[src/cds_pkg.sv]
// Shared types, codes and the digit table for the countdown display sequencer.
// No dependencies; every other file in src imports this package.
`default_nettype none
package cds_pkg;

   // Sequencer phases, reported on the result channel as phase.
   typedef enum logic [2:0] {
      MODE_IDLE     = 3'd0,
      MODE_DEBOUNCE = 3'd1,
      MODE_COUNT    = 3'd2,
      MODE_FADE     = 3'd3,
      MODE_HOLD     = 3'd4,
      MODE_WAIT     = 3'd5
   } mode_type;

   // Configuration register indexes.
   localparam logic [2:0] REG_DEBOUNCE_TICKS  = 3'd0;
   localparam logic [2:0] REG_TICKS_PER_DIGIT = 3'd1;
   localparam logic [2:0] REG_START_DIGIT     = 3'd2;
   localparam logic [2:0] REG_PWM_PERIOD      = 3'd3;
   localparam logic [2:0] REG_FADE_STEPS      = 3'd4;
   localparam logic [2:0] REG_HOLD_TICKS      = 3'd5;

   localparam logic [7:0]  DEBOUNCE_RESET  = 8'd20;
   localparam logic [15:0] PER_DIGIT_RESET = 16'd1000;
   localparam logic [3:0]  START_RESET     = 4'd9;
   localparam logic [7:0]  PERIOD_RESET    = 8'd20;
   localparam logic [7:0]  STEPS_RESET     = 8'd100;
   localparam logic [15:0] HOLD_RESET      = 16'd5000;

   localparam logic [3:0] LAST_DIGIT = 4'd9;

   // Configuration values seen by the datapath.
   typedef struct packed {
      logic [7:0]  debounce_ticks;
      logic [15:0] ticks_per_digit;
      logic [3:0]  start_digit;
      logic [7:0]  pwm_period;
      logic [7:0]  fade_steps;
      logic [15:0] hold_ticks;
   } cds_cfg_type;

   // Commands from the controller, valid for one accepted beat.
   typedef struct packed {
      logic tick_clr;
      logic tick_inc;
      logic load_digit;
      logic dec_digit;
      logic fade_init;
      logic pos_inc;
      logic period_next;
      logic led_set;
      logic led_clr;
   } cds_cmd_type;

   // Status from the datapath to the controller.
   typedef struct packed {
      logic deb_done;
      logic digit_done;
      logic hold_done;
      logic digit_zero;
      logic period_done;
      logic fade_done;
   } cds_stat_type;

   // Segment pattern for a decimal digit, bit 0 is segment a.
   function automatic logic [6:0] digit_pattern(input logic [3:0] digit);
      logic [6:0] pat;
      unique case (digit)
         4'd0: pat = 7'h3F;
         4'd1: pat = 7'h06;
         4'd2: pat = 7'h5B;
         4'd3: pat = 7'h4F;
         4'd4: pat = 7'h66;
         4'd5: pat = 7'h6D;
         4'd6: pat = 7'h7D;
         4'd7: pat = 7'h07;
         4'd8: pat = 7'h7F;
         default: pat = 7'h6F;
      endcase
      return pat;
   endfunction

endpackage
`default_nettype wire

[src/cds_ctrl.sv]
// Phase state machine of the countdown display sequencer.
// Depends on cds_pkg; drives the datapath commands from its status.
`default_nettype none
module cds_ctrl (
   input  logic                  clock,
   input  logic                  reset,
   input  logic                  step,
   input  logic                  button,
   input  cds_pkg::cds_stat_type stat,
   output cds_pkg::cds_cmd_type  cmd,
   output cds_pkg::mode_type     mode
);
   import cds_pkg::*;

   mode_type mode_ff, mode_in;

   always_ff @(posedge clock) begin
      if (reset) begin
         mode_ff <= MODE_IDLE;
      end else begin
         mode_ff <= mode_in;
      end
   end

   always_comb begin
      mode_in = mode_ff;
      cmd     = '0;
      if (step) begin
         unique case (mode_ff)
            MODE_IDLE: begin
               if (button) begin
                  mode_in      = MODE_DEBOUNCE;
                  cmd.tick_clr = 1'b1;
               end
            end
            MODE_DEBOUNCE: begin
               if (stat.deb_done) begin
                  cmd.tick_clr = 1'b1;
                  if (button) begin
                     cmd.load_digit = 1'b1;
                     mode_in        = MODE_COUNT;
                  end else begin
                     mode_in = MODE_IDLE;
                  end
               end else begin
                  cmd.tick_inc = 1'b1;
               end
            end
            MODE_COUNT: begin
               if (stat.digit_done) begin
                  cmd.tick_clr = 1'b1;
                  if (stat.digit_zero) begin
                     cmd.fade_init = 1'b1;
                     mode_in       = MODE_FADE;
                  end else begin
                     cmd.dec_digit = 1'b1;
                  end
               end else begin
                  cmd.tick_inc = 1'b1;
               end
            end
            MODE_FADE: begin
               if (stat.period_done) begin
                  if (stat.fade_done) begin
                     cmd.fade_init = 1'b1;
                     cmd.tick_clr  = 1'b1;
                     cmd.led_set   = 1'b1;
                     mode_in       = MODE_HOLD;
                  end else begin
                     cmd.period_next = 1'b1;
                  end
               end else begin
                  cmd.pos_inc = 1'b1;
               end
            end
            MODE_HOLD: begin
               if (stat.hold_done) begin
                  cmd.tick_clr = 1'b1;
                  cmd.led_clr  = 1'b1;
                  mode_in      = MODE_WAIT;
               end else begin
                  cmd.tick_inc = 1'b1;
               end
            end
            MODE_WAIT: begin
               if (!button) begin
                  mode_in = MODE_IDLE;
               end
            end
            default: begin
               mode_in = MODE_IDLE;
            end
         endcase
      end
   end

   assign mode = mode_ff;

endmodule
`default_nettype wire

[src/cds_dp.sv]
// Counters, digit register and incremental fade compare of the sequencer.
// Depends on cds_pkg; acts only on commands from cds_ctrl.
`default_nettype none
module cds_dp (
   input  logic                  clock,
   input  logic                  reset,
   input  cds_pkg::cds_cfg_type  cfg,
   input  cds_pkg::cds_cmd_type  cmd,
   input  logic                  in_fade,
   output cds_pkg::cds_stat_type stat,
   output logic [6:0]            segments,
   output logic                  led
);
   import cds_pkg::*;

   logic [15:0] tick_ff, tick_in;
   logic [3:0]  digit_ff, digit_in;
   logic [7:0]  idx_ff, idx_in;
   logic [7:0]  pos_ff, pos_in;
   // on_acc holds pwm_period * fade_index, thr_acc holds (pwm_position + 1) * fade_steps.
   logic [15:0] on_acc_ff, on_acc_in;
   logic [15:0] thr_acc_ff, thr_acc_in;
   logic [6:0]  pattern_ff, pattern_in;
   logic        led_ff, led_in;

   logic [16:0] tick_next;
   logic [8:0]  pos_next;
   logic [8:0]  idx_next;
   logic [3:0]  start_clamped;

   assign tick_next     = {1'b0, tick_ff} + 17'd1;
   assign pos_next      = {1'b0, pos_ff} + 9'd1;
   assign idx_next      = {1'b0, idx_ff} + 9'd1;
   assign start_clamped = (cfg.start_digit > LAST_DIGIT) ? LAST_DIGIT : cfg.start_digit;

   always_comb begin
      stat.deb_done    = tick_next >= {9'd0, cfg.debounce_ticks};
      stat.digit_done  = tick_next >= {1'b0, cfg.ticks_per_digit};
      stat.hold_done   = tick_next >= {1'b0, cfg.hold_ticks};
      stat.digit_zero  = digit_ff == 4'd0;
      stat.period_done = pos_next >= {1'b0, cfg.pwm_period};
      stat.fade_done   = idx_next >= {1'b0, cfg.fade_steps};
   end

   always_comb begin
      tick_in    = tick_ff;
      digit_in   = digit_ff;
      idx_in     = idx_ff;
      pos_in     = pos_ff;
      on_acc_in  = on_acc_ff;
      thr_acc_in = thr_acc_ff;
      pattern_in = pattern_ff;
      led_in     = led_ff;
      if (cmd.tick_clr) begin
         tick_in = '0;
      end else if (cmd.tick_inc) begin
         tick_in = tick_next[15:0];
      end
      if (cmd.load_digit) begin
         digit_in   = start_clamped;
         pattern_in = digit_pattern(start_clamped);
      end else if (cmd.dec_digit) begin
         digit_in   = digit_ff - 4'd1;
         pattern_in = digit_pattern(digit_ff - 4'd1);
      end
      if (cmd.fade_init) begin
         idx_in     = '0;
         pos_in     = '0;
         on_acc_in  = '0;
         thr_acc_in = {8'd0, cfg.fade_steps};
      end else if (cmd.period_next) begin
         idx_in     = idx_next[7:0];
         pos_in     = '0;
         on_acc_in  = on_acc_ff + {8'd0, cfg.pwm_period};
         thr_acc_in = {8'd0, cfg.fade_steps};
      end else if (cmd.pos_inc) begin
         pos_in     = pos_next[7:0];
         thr_acc_in = thr_acc_ff + {8'd0, cfg.fade_steps};
      end
      if (cmd.led_set) begin
         led_in = 1'b1;
      end else if (cmd.led_clr) begin
         led_in = 1'b0;
      end
   end

   always_ff @(posedge clock) begin
      if (reset) begin
         tick_ff    <= '0;
         digit_ff   <= '0;
         idx_ff     <= '0;
         pos_ff     <= '0;
         on_acc_ff  <= '0;
         thr_acc_ff <= '0;
         pattern_ff <= '0;
         led_ff     <= 1'b0;
      end else begin
         tick_ff    <= tick_in;
         digit_ff   <= digit_in;
         idx_ff     <= idx_in;
         pos_ff     <= pos_in;
         on_acc_ff  <= on_acc_in;
         thr_acc_ff <= thr_acc_in;
         pattern_ff <= pattern_in;
         led_ff     <= led_in;
      end
   end

   // During the fade the LED is on while pwm_position < floor(period * index / steps),
   // which is the same as (pwm_position + 1) * steps <= period * index.
   assign segments = pattern_ff;
   assign led      = in_fade ? ((cfg.fade_steps != 8'd0) && (thr_acc_ff <= on_acc_ff))
                             : led_ff;

endmodule
`default_nettype wire

[src/countdown_display_sequencer.sv]
// Top level of the countdown display sequencer: configuration registers,
// result register and the controller/datapath pair. Depends on cds_pkg,
// cds_ctrl and cds_dp.
//
//   channel  direction  beat contents (low bit first)
//   req_     in         tdata: button
//   rsp_     out        tdata: segments[6:0], led, phase[2:0], zero pad
//   csr_     in         write enable, register index, write data
//
// Each request beat is one millisecond tick; it produces exactly one
// response beat that shows the state before the tick, then the state moves on.
// A beat is taken every cycle while the response register is empty or being
// drained, so the sustained rate is one tick per clock, set by the single
// response register. Reset brings the sequencer to idle with the display blank,
// the LED off and all registers at their documented defaults. A stalled
// response holds its beat and blocks further requests until it is taken.
`default_nettype none
module countdown_display_sequencer (
   input  logic        clock,
   input  logic        reset,
   input  logic        req_tvalid,
   output logic        req_tready,
   input  logic [7:0]  req_tdata,   // [0] button, [7:1] zero
   output logic        rsp_tvalid,
   input  logic        rsp_tready,
   output logic [15:0] rsp_tdata,   // [6:0] segments, [7] led, [10:8] phase, [15:11] zero
   input  logic        csr_we,
   input  logic [2:0]  csr_index,
   input  logic [15:0] csr_wdata
);
   import cds_pkg::*;

   cds_cfg_type  cfg_ff, cfg_in;
   cds_cmd_type  cmd;
   cds_stat_type stat;
   mode_type     mode;
   logic [6:0]   segments;
   logic         led;
   logic         step;
   logic         rsp_valid_ff, rsp_valid_in;
   logic [15:0]  rsp_data_ff, rsp_data_in;

   // Configuration writes land directly; an index outside the list is ignored.
   always_comb begin
      cfg_in = cfg_ff;
      if (csr_we) begin
         unique case (csr_index)
            REG_DEBOUNCE_TICKS:  cfg_in.debounce_ticks  = csr_wdata[7:0];
            REG_TICKS_PER_DIGIT: cfg_in.ticks_per_digit = csr_wdata;
            REG_START_DIGIT:     cfg_in.start_digit     = csr_wdata[3:0];
            REG_PWM_PERIOD:      cfg_in.pwm_period      = csr_wdata[7:0];
            REG_FADE_STEPS:      cfg_in.fade_steps      = csr_wdata[7:0];
            REG_HOLD_TICKS:      cfg_in.hold_ticks      = csr_wdata;
            default:             cfg_in = cfg_ff;
         endcase
      end
   end

   always_ff @(posedge clock) begin
      if (reset) begin
         cfg_ff.debounce_ticks  <= DEBOUNCE_RESET;
         cfg_ff.ticks_per_digit <= PER_DIGIT_RESET;
         cfg_ff.start_digit     <= START_RESET;
         cfg_ff.pwm_period      <= PERIOD_RESET;
         cfg_ff.fade_steps      <= STEPS_RESET;
         cfg_ff.hold_ticks      <= HOLD_RESET;
      end else begin
         cfg_ff <= cfg_in;
      end
   end

   // A tick is accepted whenever the response register can take its beat.
   assign req_tready = !rsp_valid_ff || rsp_tready;
   assign step       = req_tvalid && req_tready;

   cds_ctrl u_ctrl (
      .clock  (clock),
      .reset  (reset),
      .step   (step),
      .button (req_tdata[0]),
      .stat   (stat),
      .cmd    (cmd),
      .mode   (mode)
   );

   cds_dp u_dp (
      .clock    (clock),
      .reset    (reset),
      .cfg      (cfg_ff),
      .cmd      (cmd),
      .in_fade  (mode == MODE_FADE),
      .stat     (stat),
      .segments (segments),
      .led      (led)
   );

   // The response captures the outputs as they stood before this tick.
   always_comb begin
      rsp_valid_in = rsp_valid_ff;
      rsp_data_in  = rsp_data_ff;
      if (step) begin
         rsp_valid_in = 1'b1;
         rsp_data_in  = {5'd0, mode, led, segments};
      end else if (rsp_tready) begin
         rsp_valid_in = 1'b0;
      end
   end

   always_ff @(posedge clock) begin
      if (reset) begin
         rsp_valid_ff <= 1'b0;
      end else begin
         rsp_valid_ff <= rsp_valid_in;
      end
      rsp_data_ff <= rsp_data_in;
   end

   assign rsp_tvalid = rsp_valid_ff;
   assign rsp_tdata  = rsp_data_ff;

`ifndef ASSERT_OFF
   // The LED is fully on for every beat of the hold phase.
   a_hold_led_on: assert property (@(posedge clock) disable iff (reset)
      (rsp_valid_ff && (rsp_data_ff[10:8] == MODE_HOLD)) |-> rsp_data_ff[7])
      else $error("LED off during hold phase");

   // The LED is dark in idle and while waiting for release.
   a_idle_led_off: assert property (@(posedge clock) disable iff (reset)
      (rsp_valid_ff && ((rsp_data_ff[10:8] == MODE_IDLE) ||
                        (rsp_data_ff[10:8] == MODE_WAIT))) |-> !rsp_data_ff[7])
      else $error("LED on in idle or wait release");

   // A failed recheck of the button drops the sequencer back to idle.
   a_debounce_abort: assert property (@(posedge clock) disable iff (reset)
      (step && (mode == MODE_DEBOUNCE) && stat.deb_done && !req_tdata[0])
      |=> (mode == MODE_IDLE))
      else $error("debounce abort did not return to idle");

   // Requests are held off only while a response beat is pending.
   a_ready_only_when_full: assert property (@(posedge clock) disable iff (reset)
      !req_tready |-> rsp_valid_ff)
      else $error("request stalled with empty response register");
`endif

endmodule
`default_nettype wire

[config.mk]
export PLATFORM = sky130hd
export DESIGN_NAME = countdown_display_sequencer
export DESIGN_NICKNAME = d
export VERILOG_FILES = /design/src/cds_pkg.sv /design/src/cds_ctrl.sv /design/src/cds_dp.sv /design/src/countdown_display_sequencer.sv
export SDC_FILE = /design/constraint.sdc
export NUM_CORES = 1
export LEC_CHECK = 0
export BUFFER_PORTS_ARGS = -buffer_cell sky130_fd_sc_hd__buf_2
export CAP_MARGIN = 10
export CORE_UTILIZATION = 29
export CTS_CLUSTER_DIAMETER = 30
export DETAILED_ROUTE_END_ITERATION = 10
export HOLD_SLACK_MARGIN = 0.05
export PLACE_DENSITY = 0.42
export REMOVE_ABC_BUFFERS = 1
export SYNTH_ARGS = -nofsm -noshare
export SYNTH_HDL_FRONTEND = slang
export SYNTH_HIERARCHICAL = 1
export SYNTH_SLANG_ARGS = --single-unit
[constraint.sdc]
create_clock -name clock -period 4.7 [get_ports clock]
set_input_delay 0 -clock clock [delete_from_list [all_inputs] [get_ports clock]]
set_output_delay 0 -clock clock [all_outputs]
set_load 0.02 [all_outputs]
Word level (Yosys, flattened, before mapping). Memory sizes are Yosys's and may differ from the RTL's. Index checks and enable logic that the tools add are counted.

Add/sub/neg operators: 6. Equal/unequal tests: 18. Order comparisons: 7. Muxes and demuxes: 47. Reductions and logical operators: 22.

Operators with widths (number): >= comparator 17 x 16 -> 1 bit (2); adder 16 x 8 -> 16 bit (2); two-way mux 3 bit (9); two-way mux 8 bit (3); two-way mux 1 bit (22); adder 8 x 1 -> 9 bit (second input constant) (2); >= comparator 9 x 8 -> 1 bit (2); one-hot mux 3 bit (6 select lines) (1); adder 16 x 1 -> 17 bit (second input constant) (1); >= comparator 17 x 8 -> 1 bit (1); <= comparator 16 bit (1); != test 2 bit (second input constant) (8); two-way mux 7 bit (2); equality test 3 x 2 -> 1 bit (second input constant) (4); equality test 3 bit (second input constant) (4); two-way mux 4 bit (3); AND reduction 2 bit (6); two-way mux 9 bit (1); AND reduction 9 bit (1); nonzero test 8 bit (1); equality test 3 x 1 -> 1 bit (second input constant) (2); logical NOT 3 bit (2); two-way mux 2 bit (3); nonzero test 2 bit (3); 12 further kinds (14).

Logic and storage cells: 120. Flip-flop bits (word level): 151. Output and inout port bits: 18. Memories: 2. Input bits: 32. ROM bits: 224.

Memories: (name not given) (depth 16, bits a word 7, rd ports 1, clocked after Yosys merged registers in 0, wr ports 0, RTL line cds_pkg.sv:69) `unique case (digit)`; (name not given) (depth 16, bits a word 7, rd ports 1, clocked after Yosys merged registers in 0, wr ports 0, RTL line cds_pkg.sv:69).

Longest topological paths before layout.
Depth in word-level cells: 9. Depth in mapped cells: 22. Gate-level depth less buffers: 20.

By module. The synthesis kept the hierarchy.

Modules (own cells, without submodules): cds_dp (cells each 789, instances 1, area an instance 6371.1 um^2, seq. area each 1521.5 um^2); countdown_display_sequencer (cells each 254, instances 1, area an instance 2847.7 um^2, seq. area each 1551.5 um^2); cds_ctrl (cells each 49, instances 1, area an instance 366.6 um^2, seq. area each 60.1 um^2).

Least setup slack after synthesis. Ideal clock, no wire load.

Path type: register to register. Start: register u_dp.tick_ff[0]. End: register u_dp.tick_ff[10]. Required time: 4572 ps. Library setup time: 128 ps. Cell stages (with the launch flop): 21. Path slack: 628 ps. Arrival time: 3944 ps. Clock period less this slack: 4072 ps. Path buffers: 2. Path through: dfxtp_1 ha_1 nand4_1 nor3_2 nand3_1 xnor2_1 ha_1 nand3_1 nor3_1 o21ai_1 a21oi_1 o221ai_2 a221o_1 o311ai_1 a211oi_1 a211o_1 a21boi_1 or2_2 clkbuf_1 clkbuf_1 nor2_1.

RTL lines: start: declaration (RTL line cds_dp.sv:16) `logic [15:0] tick_ff, tick_in;`; start signal: assignment (RTL line cds_dp.sv:98) `tick_ff <= tick_in;`.

==> summary.txt <==
Routing
  – Iteration-0 DRC Markers: between 200 and 250
  – Number of nets still failing antenna checks after routing: 0
  – Vias per inst: 4.67
  – Initial DRT Pass Iterations: 4
  – Routed WL per cell: 14.5 um
  – Post-detailed-routing wire length: around 23,000 um
  – Total via count after detailed routing: 7,442
  – Drt drc: 0

Worst setup path
  – Endpoint arrival time on the critical path: 4.61 ns
  – Type of destination of the critical path: register
  – Biggest fanout along the worst timing path: 13
  – Type of the worst setup path: reg -> reg
  – Startpoint Class: register
  – Required time of the worst setup path: approximately 5 ns

Logic synthesis
  – Share of the synthesized area in compound gates (AO/OA/AOI/OAI): 13.0%
  – Async set or reset register ratio after synthesis: 0%
  – Adder and majority cell fraction of the synthesized area: 13.2%
  – Per-instance average area after synthesis: 8.78 sq um
  – Basic-gate share of the synthesized area counting and, or, nand and nor cells: about a fifth
  – Yosys warning total: 6
  – Fraction of synthesized area in multiplexers: 8.20%
  – Count of mapped cells out of synthesis: 1,092
  – Number of storage elements in the synthesis netlist: 151
  – Number of enable flip-flop cells after synthesis: 11
  – Top flip-flop cell by instance count after synthesis: sky130_fd_sc_hd__dfxtp_1
  – Count of different cell masters after synthesis: between 70 and 80
  – XOR/XNOR Fraction of Synth Area: under 10%
  – Mapped cell area: 0.00959 sq mm
  – Post-synthesis sequential area ratio: 32.7%
  – Largest family of logic cells by synthesized area: simple AND/OR/NAND/NOR gates

Global routing
  – Met1 track demand over resource: 19.2%
  – Routing layer with the top usage in global route: met2
  – Total overflow reported by the global router: 0
  – Met3 usage in global routing: 2.61%
  – Via count of the first global-routing pass: 7,170
  – Antenna violations before repair: 0
  – Met2 GRT Util: 24.0%
  – GRT Total Usage: 14.5%
  – Largest net degree at the start of global routing: 62
  – Global-route wire length before repair: 38,200 um

Run
  – # Max-Cap Violations: 0

Final layout
  – Commonest cells after routing, fill and taps aside: sky130_fd_sc_hd__dfxtp_1 (139), sky130_fd_sc_hd__nor2_1 (121), sky130_fd_sc_hd__ha_1 (98)
  – NumNets Final: approximately 1.3k
  – Number of antenna diodes: 0
  – Fraction of final layout cells with drive strength greater than 1: 11.1%
  – Area Overhead vs Synth: 15.7%
  – Final design instance area without fill: 0.0111 sq mm
  – Most common library cell in the layout ignoring fill and taps: sky130_fd_sc_hd__dfxtp_1

Floorplanning
  – Starting utilization of the core area: 29.5%
  – DIE HEIGHT: approximately 180 um
  – Overall die width: 184 um
  – Floorplan Core Area: 0.0325 sq mm
  – Die outline area: 0.0338 sq mm
  – I/O pins: 50
  – # rows: 66

Place
  – Gpl congestion: 0.784
  – Area post-placement: ~0.01 sq mm
  – Hpwl dp: 17,500 um
  – Number of I/O port buffers: 37

Pwr
  – Net switching power of the design: roughly 760 uW
  – VDD IR-drop max: 0.240 mV
  – Power density relative to cell area: around 260 mW/mm^2
  – Clock share of power: 47.9%
  – Pint: 2.14 mW
  – Reported leakage power: 4.86 nW
  – Sequential share of power: 45.8%
  – Switching Fraction: 26.1%
  – Final total power: 2.90 mW
  – Logic pwr share: 6.3%

Timing
  – Hold WS: 0.0922 ns
  – Min Tclk post-route: 4.24 ns
  – Final slew viol count: 0
  – Final Cycle Share: 90.3%
  – Unrepaired setup endpoints after global routing: false
  – Final Setup Violations: 0
  – Final total negative setup slack: 0 ns
  – Highest clock frequency the design can meet: 0.236 GHz
  – Relative max-transition margin: 39.7%
  – Slew @ Worst Pin: 0.899 ns
  – Final Hold Violating Endpoints: 0
  – Post-route clock skew: 0.0170 ns

CTS
  – Clock Path Buffers: 2
  – Buffer type at the clock tree root: sky130_fd_sc_hd__clkbuf_16
  – Num CTS Buffers: 17
  – H-tree levels: 4
  – Post-CTS Repair Setup Buffers: 0
  – Clk sink count: 151
  – TritonCTS clock tree: done
  – Clk Latency, worst-skew pair: approximately 0.44 ns
  – CTS clock-pin slew for the worst setup and hold paths: 0.07 ns

Min path
  – HP Class: in -> reg

Outcome
  – Outcome: completed
==> per-stage QoR <==
step	std cells	utilization [%]	setup WS, ns
after detailed placement	1541	31.5	0.280
after global routing	1595	34.1	0.0105
after global placement	1541	31.5	0.340
after CTS	1595	34.0	0.258
final	1595	34.1	0.458
after floorplan	1042	-	0.0353
==> area by class of cell <==
class	instances	area (sq um)
clock buffer	17	425
clock inverter	15	155
fill	3444	21400
inverter	87	327
multi-input combinational	804	5910
sequential	151	3130
tap	442	553
timing repair buffer	79	583
==> layer usage <==
layer / wire length, um / share of wire (%) / up-vias
li1: - / - / 3891
met1: 11700 / 51 / 3470
met2: 10600 / 46 / 65
met3: 475 / 2.1 / 16
met4: 290 / 1.3 / 0
met5: 0 / 0 / -
==> critical path, cell delays in order (launching register included) <==
cell	delay, ns
sky130_fd_sc_hd__dfxtp_1	0.46
sky130_fd_sc_hd__nand4_4	0.18
sky130_fd_sc_hd__or2_4	0.29
sky130_fd_sc_hd__nor2_1	0.20
sky130_fd_sc_hd__nand3_1	0.12
sky130_fd_sc_hd__nor2_1	0.20
sky130_fd_sc_hd__xor2_1	0.25
sky130_fd_sc_hd__ha_1	0.28
sky130_fd_sc_hd__nand3_1	0.14
sky130_fd_sc_hd__nor3_1	0.07
sky130_fd_sc_hd__o21ai_1	0.07
sky130_fd_sc_hd__a21oi_1	0.09
sky130_fd_sc_hd__o221ai_2	0.17
sky130_fd_sc_hd__a221o_1	0.16
sky130_fd_sc_hd__o311ai_1	0.18
sky130_fd_sc_hd__inv_1	0.12
sky130_fd_sc_hd__a32oi_2	0.12
sky130_fd_sc_hd__a21boi_2	0.22
sky130_fd_sc_hd__buf_12	0.16
sky130_fd_sc_hd__nand4_1	0.18
sky130_fd_sc_hd__or3_1	0.35
sky130_fd_sc_hd__a21oi_1	0.14
==> cell usage after synthesis (5+ instances only) <==
cell                         n  area (sq um)
sky130_fd_sc_hd__nor2b_1     9          56.3
sky130_fd_sc_hd__a31oi_1     6          37.5
sky130_fd_sc_hd__nand3_1    29           145
sky130_fd_sc_hd__inv_1      87           327
sky130_fd_sc_hd__o211ai_1    6          45.0
sky130_fd_sc_hd__dfxtp_1   140          2800
sky130_fd_sc_hd__or2_2       6          37.5
sky130_fd_sc_hd__a31o_2      5          43.8
sky130_fd_sc_hd__nand2_1    50           188
sky130_fd_sc_hd__mux2i_1    74           741
sky130_fd_sc_hd__a211oi_1   20           150
sky130_fd_sc_hd__buf_2      12          60.1
sky130_fd_sc_hd__edfxtp_1   11           330
sky130_fd_sc_hd__xnor2_1    30           263
sky130_fd_sc_hd__buf_4       5          37.5
sky130_fd_sc_hd__and3_1     12          75.1
sky130_fd_sc_hd__clkbuf_1   32           120
sky130_fd_sc_hd__nand4_1    18           113
sky130_fd_sc_hd__xor2_1     41           359
sky130_fd_sc_hd__a21o_1     17           128
sky130_fd_sc_hd__a22o_1      8          70.1
sky130_fd_sc_hd__o21ai_0    27           135
sky130_fd_sc_hd__nor3_1     14          70.1
sky130_fd_sc_hd__ha_1       98          1230
sky130_fd_sc_hd__a21oi_1    47           235
sky130_fd_sc_hd__nor2_1    122           458
sky130_fd_sc_hd__or3_1       6          37.5
sky130_fd_sc_hd__nand2b_1   67           419
sky130_fd_sc_hd__o21a_1      7          52.6
==> power groups by stage <==
stage                     Clock, mW  Sequential, mW  Combinational, mW
after floorplan                   0            1.36             0.0916
after global placement            0            1.36              0.169
after detailed placement          0            1.36              0.170
after CTS                      1.44            1.33              0.185
after global routing           1.48            1.33              0.203
final                          1.39            1.33              0.182
==> cells by family (layout without fill, tap and decap cells) <==
family                   count (synthesis)  after routing
AO/OA/AOI/OAI                          182            182
other                                    1              5
AND/OR/NAND/NOR                        367            367
XOR/XNOR                                72             72
multiplexers                            78             78
buffers and inverters                  141            198
adder cells (fa/ha/maj)                100            100
flip-flops                             151            151
==> registers in the layout (all words and copies together) (netlist names), 4 cells and up <==
signal           flops
cfg_ff              60
rsp_tdata           11
u_dp/digit_ff        4
u_dp/idx_ff          8
u_dp/on_acc_ff      16
u_dp/pos_ff          8
u_dp/segments        7
u_dp/thr_acc_ff     16
u_dp/tick_ff        16
==> final timing paths <==
kind / depth (start not counted) / slack (ns) / startpoint / end
setup reg to reg: 21 / 0.46 / u_dp/tick_ff[5] / u_dp/tick_ff[8]
setup / recovery: 21 / 0.46 / u_dp/tick_ff[5] / u_dp/tick_ff[8]
hold / removal: 3 / 0.09 / csr_wdata[1] / cfg_ff[33]
hold reg to reg: 0 / 0.43 / u_dp/segments[1] / rsp_tdata[1]
==> repair_timing <==
item | 4_1_cts | 5_1_grt
endpoints found under the hold margin | 57 | 0
hold buffers | 22 | 0
resized for setup | 0 | 7
endpoints found under the setup margin | 0 | 16
Note: power is estimated with default switching activity, not from simulation.
